## src/hdl/sps_pkg.sv

```systemverilog
// types, constants and phase helpers shared by the stepper phase sequencer
package sps_pkg;

  localparam int unsigned CFG_IDX_W    = 1;
  localparam int unsigned CFG_DATA_W   = 24;
  localparam int unsigned STEP_TOTAL_W = 16;
  localparam int unsigned PHASE_W      = 3;
  localparam int unsigned COIL_W       = 4;

  // configuration register indexes
  localparam logic [CFG_IDX_W-1:0] CFG_DELAY_CYCLES   = 1'b0;
  localparam logic [CFG_IDX_W-1:0] CFG_FULL_STEP_MODE = 1'b1;

  localparam logic [PHASE_W-1:0] PHASE_RESET   = 3'd1;
  localparam logic [PHASE_W-1:0] PHASE_LAST    = 3'd7;
  localparam logic [PHASE_W-1:0] PHASE_ODD_LOW = 3'd1;
  localparam logic [PHASE_W-1:0] FULL_STRIDE   = 3'd2;
  localparam logic [PHASE_W-1:0] HALF_STRIDE   = 3'd1;

  typedef enum logic [3:0] {
    MODE_IDLE  = 4'b0001,
    MODE_FWD   = 4'b0010,
    MODE_REW   = 4'b0100,
    MODE_DELAY = 4'b1000
  } mode_e;

  // coil levels per phase: bit0 = A, bit1 = B, bit2 = C, bit3 = D
  localparam logic [COIL_W-1:0] COIL_TABLE [8] = '{
    4'h1, 4'h3, 4'h2, 4'h6, 4'h4, 4'hC, 4'h8, 4'h9
  };

  typedef struct packed {
    logic                    step_request;
    logic                    rewind_request;
    logic                    stop_rewind;
    logic [STEP_TOTAL_W-1:0] step_total;
  } item_t;

  typedef struct packed {
    logic [COIL_W-1:0] coils;
    logic              ready_idle;
  } result_t;

  typedef struct packed {
    mode_e               mode;
    mode_e               ret_mode;
    logic [PHASE_W-1:0]  phase;
  } ctrl_t;

  function automatic logic [PHASE_W-1:0] next_phase(input logic [PHASE_W-1:0] p,
                                                    input logic               full,
                                                    input logic               backward);
    logic [PHASE_W-1:0] n;
    if (full) begin
      if (backward) begin
        n = (p == PHASE_ODD_LOW) ? PHASE_LAST : p - FULL_STRIDE;
      end else begin
        n = (p == PHASE_LAST) ? PHASE_ODD_LOW : p + FULL_STRIDE;
      end
    end else begin
      n = backward ? p - HALF_STRIDE : p + HALF_STRIDE;
    end
    return n;
  endfunction

endpackage

```

## src/hdl/sps_step.sv

```systemverilog
// next-state and coil logic for one controller tick
module sps_step import sps_pkg::*; #(
  parameter int unsigned STEP_COUNT_WIDTH = 16,
  parameter int unsigned DELAY_WIDTH      = 24
) (
  input  item_t                       item_i,
  input  ctrl_t                       ctrl_i,
  input  logic [STEP_COUNT_WIDTH-1:0] steps_left_i,
  input  logic [DELAY_WIDTH-1:0]      delay_count_i,
  input  logic [DELAY_WIDTH-1:0]      delay_cycles_i,
  input  logic                        full_step_i,
  output ctrl_t                       ctrl_o,
  output logic [STEP_COUNT_WIDTH-1:0] steps_left_o,
  output logic [DELAY_WIDTH-1:0]      delay_count_o,
  output result_t                     result_o
);

  localparam int unsigned StepExtW =
    (STEP_COUNT_WIDTH > STEP_TOTAL_W) ? STEP_COUNT_WIDTH : STEP_TOTAL_W;

  logic [StepExtW-1:0]    total_ext;
  logic [DELAY_WIDTH-1:0] delay_inc;
  logic                   ready;

  assign total_ext = StepExtW'(item_i.step_total);
  assign delay_inc = delay_count_i + DELAY_WIDTH'(1);

  always_comb begin
    ctrl_o        = ctrl_i;
    steps_left_o  = steps_left_i;
    delay_count_o = delay_count_i;
    ready         = 1'b0;
    case (ctrl_i.mode)
      MODE_IDLE: begin
        // rewind wins over a step request
        if (item_i.rewind_request && !item_i.stop_rewind) begin
          ctrl_o.mode     = MODE_REW;
          ctrl_o.ret_mode = MODE_IDLE;
        end else if (item_i.step_request && (item_i.step_total != '0)) begin
          steps_left_o    = total_ext[STEP_COUNT_WIDTH-1:0];
          ctrl_o.mode     = MODE_FWD;
          ctrl_o.ret_mode = MODE_IDLE;
        end
        ready = 1'b1;
      end
      MODE_FWD: begin
        if (item_i.rewind_request) begin
          ctrl_o.mode  = MODE_REW;
          steps_left_o = '0;
        end else if (steps_left_i != '0) begin
          ctrl_o.phase = next_phase(ctrl_i.phase, full_step_i, 1'b0);
          ctrl_o.mode  = MODE_DELAY;
          steps_left_o = steps_left_i - STEP_COUNT_WIDTH'(1);
        end else begin
          ctrl_o.mode = MODE_IDLE;
        end
        ctrl_o.ret_mode = MODE_FWD;
      end
      MODE_REW: begin
        if (!item_i.stop_rewind) begin
          ctrl_o.phase = next_phase(ctrl_i.phase, full_step_i, 1'b1);
          ctrl_o.mode  = MODE_DELAY;
        end else begin
          ctrl_o.mode = MODE_IDLE;
        end
        ctrl_o.ret_mode = MODE_REW;
      end
      MODE_DELAY: begin
        delay_count_o = delay_inc;
        if (delay_inc == delay_cycles_i) begin
          delay_count_o   = '0;
          ctrl_o.mode     = (ctrl_i.ret_mode == MODE_REW) ? MODE_REW : MODE_FWD;
          ctrl_o.ret_mode = MODE_DELAY;
        end
      end
      default: begin
        ctrl_o.mode = MODE_IDLE;
      end
    endcase
  end

  assign result_o.coils      = COIL_TABLE[ctrl_o.phase];
  assign result_o.ready_idle = ready;

endmodule

```

## src/hdl/stepper_phase_sequencer_top.sv

```systemverilog
// top level of the stepper phase sequencer: item register, controller state, result register
//
// Each input transfer is one controller tick. The block takes one item per cycle
// when the output is not stalled and gives one result per item: the item is held in
// the input register, then passes through the next-state and coil-table logic into
// the result register. The controller
// state (mode, phase, step and delay counters) updates when an item passes that
// logic, so back-to-back items are handled in order. A stall on the output
// backs up into in_stall_o once both registers are full.
module stepper_phase_sequencer_top import sps_pkg::*; #(
  parameter int unsigned STEP_COUNT_WIDTH = 16,
  parameter int unsigned DELAY_WIDTH      = 24
) (
  input  logic                    clk_i,
  input  logic                    rst_ni,
  input  logic                    in_valid_i,
  output logic                    in_stall_o,
  input  logic                    step_request_i,
  input  logic                    rewind_request_i,
  input  logic                    stop_rewind_i,
  input  logic [STEP_TOTAL_W-1:0] step_total_i,
  output logic                    out_valid_o,
  input  logic                    out_stall_i,
  output logic                    coil_a_o,
  output logic                    coil_b_o,
  output logic                    coil_c_o,
  output logic                    coil_d_o,
  output logic                    ready_idle_o,
  input  logic                    cfg_we_i,
  input  logic [CFG_IDX_W-1:0]    cfg_index_i,
  input  logic [CFG_DATA_W-1:0]   cfg_data_i
);

  localparam int unsigned DelayExtW =
    (DELAY_WIDTH > CFG_DATA_W) ? DELAY_WIDTH : CFG_DATA_W;

  logic                        in_valid_q;
  item_t                       item_q;
  logic                        out_valid_q;
  result_t                     result_q;

  ctrl_t                       ctrl_q, ctrl_d;
  logic [STEP_COUNT_WIDTH-1:0] steps_left_q, steps_left_d;
  logic [DELAY_WIDTH-1:0]      delay_count_q, delay_count_d;
  result_t                     result_d;

  logic [DELAY_WIDTH-1:0]      delay_cycles_q;
  logic                        full_step_q;
  logic [DelayExtW-1:0]        cfg_ext;

  logic                        out_adv;
  logic                        proc_en;
  logic                        in_take;

  assign out_adv    = !out_valid_q || !out_stall_i;
  assign proc_en    = in_valid_q && out_adv;
  assign in_stall_o = in_valid_q && !out_adv;
  assign in_take    = in_valid_i && !in_stall_o;
  assign cfg_ext    = DelayExtW'(cfg_data_i);

  always_ff @(posedge clk_i or negedge rst_ni) begin
    if (!rst_ni) begin
      delay_cycles_q <= DELAY_WIDTH'(1);
      full_step_q    <= 1'b0;
    end else if (cfg_we_i) begin
      case (cfg_index_i)
        CFG_DELAY_CYCLES:   delay_cycles_q <= cfg_ext[DELAY_WIDTH-1:0];
        CFG_FULL_STEP_MODE: full_step_q    <= cfg_data_i[0];
        default: ;
      endcase
    end
  end

  // input register
  always_ff @(posedge clk_i or negedge rst_ni) begin
    if (!rst_ni) begin
      in_valid_q <= 1'b0;
    end else if (in_take) begin
      in_valid_q <= 1'b1;
    end else if (proc_en) begin
      in_valid_q <= 1'b0;
    end
  end

  always_ff @(posedge clk_i) begin
    if (in_take) begin
      item_q.step_request   <= step_request_i;
      item_q.rewind_request <= rewind_request_i;
      item_q.stop_rewind    <= stop_rewind_i;
      item_q.step_total     <= step_total_i;
    end
  end

  sps_step #(
    .STEP_COUNT_WIDTH(STEP_COUNT_WIDTH),
    .DELAY_WIDTH     (DELAY_WIDTH)
  ) u_step (
    .item_i        (item_q),
    .ctrl_i        (ctrl_q),
    .steps_left_i  (steps_left_q),
    .delay_count_i (delay_count_q),
    .delay_cycles_i(delay_cycles_q),
    .full_step_i   (full_step_q),
    .ctrl_o        (ctrl_d),
    .steps_left_o  (steps_left_d),
    .delay_count_o (delay_count_d),
    .result_o      (result_d)
  );

  // controller state advances once per processed tick
  always_ff @(posedge clk_i or negedge rst_ni) begin
    if (!rst_ni) begin
      ctrl_q.mode     <= MODE_IDLE;
      ctrl_q.ret_mode <= MODE_IDLE;
      ctrl_q.phase    <= PHASE_RESET;
      steps_left_q    <= '0;
      delay_count_q   <= '0;
    end else if (proc_en) begin
      ctrl_q        <= ctrl_d;
      steps_left_q  <= steps_left_d;
      delay_count_q <= delay_count_d;
    end
  end

  // result register
  always_ff @(posedge clk_i or negedge rst_ni) begin
    if (!rst_ni) begin
      out_valid_q <= 1'b0;
    end else if (proc_en) begin
      out_valid_q <= 1'b1;
    end else if (!out_stall_i) begin
      out_valid_q <= 1'b0;
    end
  end

  always_ff @(posedge clk_i) begin
    if (proc_en) begin
      result_q <= result_d;
    end
  end

  assign out_valid_o  = out_valid_q;
  assign coil_a_o     = result_q.coils[0];
  assign coil_b_o     = result_q.coils[1];
  assign coil_c_o     = result_q.coils[2];
  assign coil_d_o     = result_q.coils[3];
  assign ready_idle_o = result_q.ready_idle;

`ifndef ASSERT_OFF
  a_idle_ready: assert property (@(posedge clk_i) disable iff (!rst_ni)
    proc_en && (ctrl_q.mode == MODE_IDLE) |=> out_valid_o && ready_idle_o)
    else $error("idle tick did not report ready");

  a_busy_not_ready: assert property (@(posedge clk_i) disable iff (!rst_ni)
    proc_en && (ctrl_q.mode != MODE_IDLE) |=> out_valid_o && !ready_idle_o)
    else $error("non-idle tick reported ready");

  a_rewind_abort: assert property (@(posedge clk_i) disable iff (!rst_ni)
    proc_en && (ctrl_q.mode == MODE_FWD) && item_q.rewind_request
    |=> (ctrl_q.mode == MODE_REW) && (steps_left_q == '0))
    else $error("rewind request did not abort forward run");

  a_phase_hold: assert property (@(posedge clk_i) disable iff (!rst_ni)
    !proc_en || (ctrl_q.mode == MODE_IDLE) || (ctrl_q.mode == MODE_DELAY)
    |=> ctrl_q.phase == $past(ctrl_q.phase))
    else $error("phase moved outside a step");
`endif

endmodule
```

## config.mk

```make
export PLATFORM = sky130hd
export DESIGN_NAME = stepper_phase_sequencer_top
export DESIGN_NICKNAME = d
export VERILOG_FILES = /design/src/hdl/sps_pkg.sv /design/src/hdl/sps_step.sv /design/src/hdl/stepper_phase_sequencer_top.sv
export SDC_FILE = /design/constraint.sdc
export NUM_CORES = 1
export LEC_CHECK = 0
export ABC_AREA = 1
export ABC_CLOCK_PERIOD_IN_PS = 3650
export BUFFER_PORTS_ARGS = -buffer_cell sky130_fd_sc_hd__buf_2
export CORE_ASPECT_RATIO = 0.5
export CORE_MARGIN = 8
export CORE_UTILIZATION = 55
export CTS_BUF_LIST = sky130_fd_sc_hd__clkbuf_8 sky130_fd_sc_hd__clkbuf_16
export CTS_CLUSTER_SIZE = 24
export DETAILED_ROUTE_END_ITERATION = 8
export PLACE_DENSITY_LB_ADDON = 0.25
export SETUP_SLACK_MARGIN = 0.1
export SLEW_MARGIN = 40
export SYNTH_ARGS = -nofsm -noshare
export SYNTH_HDL_FRONTEND = slang
export SYNTH_SLANG_ARGS = --single-unit
```

## constraint.sdc

```tcl
create_clock -name clk_i -period 3.65 [get_ports clk_i]
set_input_delay 0.5475 -clock clk_i [delete_from_list [all_inputs] [get_ports clk_i]]
set_output_delay 0.5475 -clock clk_i [all_outputs]
set_load 0.02 [all_outputs]
```

# == Word level (Yosys, flattened, before mapping) ==
# Memories as Yosys holds them, arrays and structs flattened. A register that Yosys moved wholly into a read port is not among the register bits.
# Index checks and enable logic that the tools add are counted.
# Widths: inputs -> output; s select.
# op_classes
n_addsub,6
n_mul,0
div,0
n_lt_le_gt_ge,0
eq_ne,14
shift,0
muxes,28
bitwise,2
reduce_logical,22
# op_table
operator,count
$mux 16,4
$pmux 16 s2,1
$pmux 4 s4,2
$reduce_bool 16->1,2
$add 24x1->24 const B,1
$eq 24x24->1,1
$mux 24,1
$mux 3,8
$mux 8,3
$sub 16x1->16 const B,1
$mux 4,3
$eq 4x3->1 const B,2
$ne 2x1->1 const B,3
$pmux 3 s2,1
$reduce_and 2->1,3
$logic_and 1x1->1,5
$logic_not 1->1,5
$mux 1,5
$reduce_and 5->1,1
$eq 4x1->1 const B,1
$eq 4x2->1 const B,1
$eq 4x4->1 const B,1
$not 3->4,1
$reduce_and 4->1,1
14 further kinds,15
# totals
regBits,98
latch_bits,0
ramBits,0
rom_bits,32
inputBits,49
output_inout_bits,7
wordCells,87
mem_count,1
# mem_list
memory,depth,width,rd,rd_ports_with_merged_regs,write_ports,line_no,text
(name not given),8,4,1,1,0,sps_step.sv:82,assign result_o.coils = COIL_TABLE[ctrl_o.phase];

# == Logic depth before layout (Yosys ltp) ==
# depth
depth_word,7
mapped_depth,18
depth_no_buf,18

# == Cells and area by module ==
# Synthesis repeated with hierarchy kept, for this count alone.
# unflattened
cells_unflattened,992
hier_area_um2,6676.4
# modules_own_cells
module,instances,cells_per_inst,area_per_inst_um2,seq_area_each_um2
stepper_phase_sequencer_top,1,366,3789.9,2677.6
sps_step,1,626,2886.5,0.0

# == Worst setup path before layout ==
# OpenSTA, ideal clock, no wires.
# synth_timing
kind,input to register
start,input port out_stall_i
end,register steps_left_q[12]
setup_ns,0.128
arrival_time_ns,2.093
required_time_ns,3.522
slack_ns,1.430
path_stages,11
path_buffers,1
path_cell_list,nand2_1 -> inv_1 -> nor2_2 -> clkinv_1 -> a211oi_1 -> nand2_1 -> inv_1 -> buf_2 -> o21ai_0 -> nand2_1 -> o21ai_0
# synth_via
elab_chain_cells,4
# synth_rtl
element,line_no,text
start: declaration,stepper_phase_sequencer_top.sv:23,"input logic out_stall_i,"
$logic_not 1->1,n/a,
$logic_or 1x1->1,stepper_phase_sequencer_top.sv:55,assign out_adv = !out_valid_q || !out_stall_i;
$logic_and 1x1->1,stepper_phase_sequencer_top.sv:56,assign proc_en = in_valid_q && out_adv;
net proc_en,stepper_phase_sequencer_top.sv:52,logic proc_en;
$reduce_and 5->1 (no source line),n/a,
end signal: assignment,stepper_phase_sequencer_top.sv:120,steps_left_q <= steps_left_d;
end: declaration,stepper_phase_sequencer_top.sv:43,"logic [STEP_COUNT_WIDTH-1:0] steps_left_q, steps_left_d;"
# The timed path passes the listed nets, and every way through them passes these cells.
# A chain may end at the register's enable or synchronous reset.

# == Worst setup path after layout ==
# layout_timing
start,register ctrl_q[7] in the netlist's numbering
end,register steps_left_q[12]
# layout_via
elab_chain_cells,3
word_cells_on_any_way,8
classes_between,eq/ne (5); mux (1); reduce/logical (2)
# layout_rtl
element,line_no,text
start: declaration,stepper_phase_sequencer_top.sv:42,"ctrl_t ctrl_q, ctrl_d;"
start signal: assignment,stepper_phase_sequencer_top.sv:119,ctrl_q <= ctrl_d;
$eq 4x2->1 / $eq 4x1->1 (equally long branches),sps_step.sv:33,case (ctrl_i.mode)
"$ne 3x2->1 (no source line), or another cell as far along",n/a,
$reduce_and 5->1 (no source line),n/a,
# Parallel ways exist; a longest one is shown, timed or not.

==> summary.md <==
| Metric | Value |
|---|---|
| Status | `completed` |
| Detail Placement HPWL | `9510 microns` |
| Worst-Skew Late Latency | `350 ps` |
| Clock Tree Buf Depth | `2` |
| Rel. slew slack | `51.2%` |
| RR Startpoint | `ctrl_q[7]$_DFFE_PN1P_` |
| Clock Sinks | `102` |
| Initial antenna violation count | `0` |
| Height of the die | `89.1 microns` |
| Number of global-route vias before repair | `5,058` |
| Core area | `10,300 sq um` |
| Die Wd | `162 microns` |
| Busiest grt layer | `met2` |
| Worst setup endpoint | `steps_left_q[12]$_DFFE_PN0P_` |
| Total gr overflow | `0` |
| Fin. Hold Viols | `0` |
| Top post-synthesis cells by area | `dfrtp_1 31%, nand2_1 13%, edfxtp_1 12%` |
| Mapped cell area | `5880 sq um` |
| Max_cap viols | `0` |
| Post-synthesis sequential area ratio | `45.5%` |
| Startpoint class of the critical path | `flop` |
| RSZ-0062 raised after global routing | `no` |
| Met3 usage in global routing | `4.69%` |
| Final Util | `64.0%` |
| Buffers on Ports | `55` |
| # DRC | `0` |
| Met1 Track Usage GR | `23.6%` |
| Reg2Reg Setup Slack | `830 ps` |
| Wire length per cell | `13.7 microns` |
| Worst Path Required | `3870 ps` |
| CP max FO | `20` |
| Hold-fix buffers at CTS | `0` |
| Final Max Tran Viols | `0` |
| Worst R2R Path Depth | `12` |
| Achievable frequency | `355 MHz` |
| CTS tree | `yes` |
| Initial Util | `57.0%` |
| DRT Pass-1 Iters | `6` |
| Vias/cell | `5.34` |
| GR Util met2 | `33.2%` |
| CTS H-tree depth | `3` |
| Largest net degree at the start of global routing | `79` |
| Row count | `26` |
| Peak supply drop | `257 uV` |
| Syn Area/Cell | `7.67 sq um` |
| Filler cell count | `914` |
| RR Endpoint | `steps_left_q[12]$_DFFE_PN0P_` |
| DIE AREA | `14,500 sq um` |
| Drt initial violations | `448` |
| Syn_nets | `824` |
| Clock Skews | `8.42 ps` |
| Root Driver | `clkbuf_16` |
| Total track usage | `19.2%` |
| Vias | `5,157` |
| Crit end category | `flop` |
| Netlist cell types | `42` |
| GP Congestion | `0.885` |
| Pwr Density | `544 nW/um^2` |
| WL final | `13,200 microns` |
| Area Growth Syn to Fin | `12.1%` |
| Yosys top cell area share | `31.5%` |
| First-pass GRT wire length | `22,600 microns` |
| Leak | `3.10 nW` |
| I/O Pins | `56` |
| Tmin final | `2820 ps` |
| Clock-pin slew on the worst setup and hold paths | `70 ps` |
| Final period util | `77.3%` |
| Post-synthesis cell count | `767` |
| Final TNS setup | `0 ps` |
| Worst slew pin tran | `733 ps` |
| Yosys top cell by area | `dfrtp_1` |
| Final setup vio count | `0` |
| Kind of critical path | `flop to flop` |
| Crit path arrival time | `3040 ps` |
| CP startpoint | `ctrl_q[7]$_DFFE_PN1P_` |
| Diode count | `0` |
| CTS buffer count | `9` |
| Hold Path Class | `input pin to asynchronous set/reset pin` |
| ANT nets after route | `0` |
| Fraction of layout cells with a size suffix above 1 | `13.8%` |
| Post-CTS Setup Inserts | `0` |
| Synthesis Warnings | `0` |
| Yosys reg bits | `102` |
| CTS resizes | `0` |
| Nets@finish | `877` |
[worst max-delay path, cell delays in order (launching register included)]
cell and delay, ps:
dfstp_2 560, nor3_2 80, inv_2 230, nor2_1 70, buf_4 180, inv_1 260
nor2_1 90, a211oi_1 170, nand2_1 250, inv_1 470, o21ai_0 170, nand2_1 80
o21ai_0 70
[final cells by class]
cell class	instances	area [sq um]	area share [%]
clock buffers	9	225	3.41
flip-flops and latches	102	2680	40.6
multi-input cells	549	2760	41.8
clock inverters	7	80.1	1.21
repair buffers	59	312	4.72
well taps	140	175	2.66
inverters	99	372	5.63
[synth_stat cells (all sizes together)]
library cell	number
nand3b	4
clkinv	2
inv	97
a32oi	3
ha	8
xnor3	1
a21oi	29
mux2	6
nand3	63
o211ai	2
o31ai	1
xnor2	3
dfrtp	74
o21ai	67
nand2	209
xor2	5
a31oi	4
clkbuf	11
nor2	96
nand4	29
nor4	7
a211oi	1
a22oi	2
o22ai	3
edfxtp	24
buf	6
dfstp	4
nor3	6
[per-layer routing]
| metal | up-vias | wire (microns) |
|---|---|---|
| met5 | - | 0 |
| met2 | 142 | 6240 |
| met1 | 2364 | 6080 |
| li1 | 2636 | - |
| met4 | 0 | 148 |
| met3 | 15 | 711 |
[stage by stage]
stage | setup WS, ps | hold WS, ps | std cells | total power, mW | area [sq um]
floorplan | 1430 | 252 | 767 | 2.33 | 5880
global placement | 966 | 455 | 949 | 2.57 | 6280
detailed placement | 848 | 466 | 949 | 2.61 | 6290
CTS | 841 | 254 | 965 | 3.60 | 6600
global route | 545 | 283 | 965 | 3.82 | 6600
finish | 829 | 199 | 965 | 3.59 | 6600
[sequential cells by signal, summed over array words and instances (netlist names)]
signal	flops
out_valid_o	1
ctrl_q	11
coil_c_o	1
full_step_q	1
coil_d_o	1
in_valid_q	1
delay_cycles_q	24
item_q	19
delay_count_q	24
steps_left_q	16
coil_a_o	1
coil_b_o	1
ready_idle_o	1
[how the worst min path moves through the flow]
stage | startpoint | endpoint | slack (ps) | cells past startpoint
floorplan | rst_ni | ctrl_q[10]$_DFFE_PN0P_ | 250 | 0
finish | rst_ni | steps_left_q[9]$_DFFE_PN0P_ | 200 | 1
detailed placement | in_valid_q$_DFFE_PN0P_ | out_valid_o$_DFFE_PN0P_ | 470 | 2
global route | rst_ni | steps_left_q[9]$_DFFE_PN0P_ | 280 | 1
global placement | in_valid_q$_DFFE_PN0P_ | out_valid_o$_DFFE_PN0P_ | 450 | 2
CTS | rst_ni | steps_left_q[9]$_DFFE_PN0P_ | 250 | 1
[layout by cell type, fill, tap and decap left out, types with 4 or more instances in the layout]
master / n
nand2_1: 198
inv_1: 97
nor2_1: 84
dfrtp_1: 74
nand3_1: 60
o21ai_0: 57
buf_2: 54
nand4_1: 29
a21oi_1: 29
edfxtp_1: 24
o21ai_1: 9
clkbuf_16: 9
nor2_2: 8
nand2_2: 8
ha_1: 8
nor4_1: 7
mux2_2: 6
nor3_1: 5
xor2_1: 5
nand3b_1: 4
a31oi_1: 4
dfstp_2: 4
buf_4: 4
[power by group]
group	total, mW	internal (mW)	switching [mW]
combinational	0.999	0.349	0.650
clock	0.987	0.542	0.445
sequential	1.60	1.41	0.190
[cell families (layout without fill, tap and decap cells)]
logic type	after synthesis	count (layout)	share of synthesized area (%)
flops	102	102	45.5
buf+inv	116	174	7.74
mux	6	6	1.15
fa+ha+maj	8	8	1.70
simple gates	414	414	32.1
compound gates	112	112	10.3
xor+xnor	9	9	1.57
Note: power is estimated with default switching activity, not from simulation.
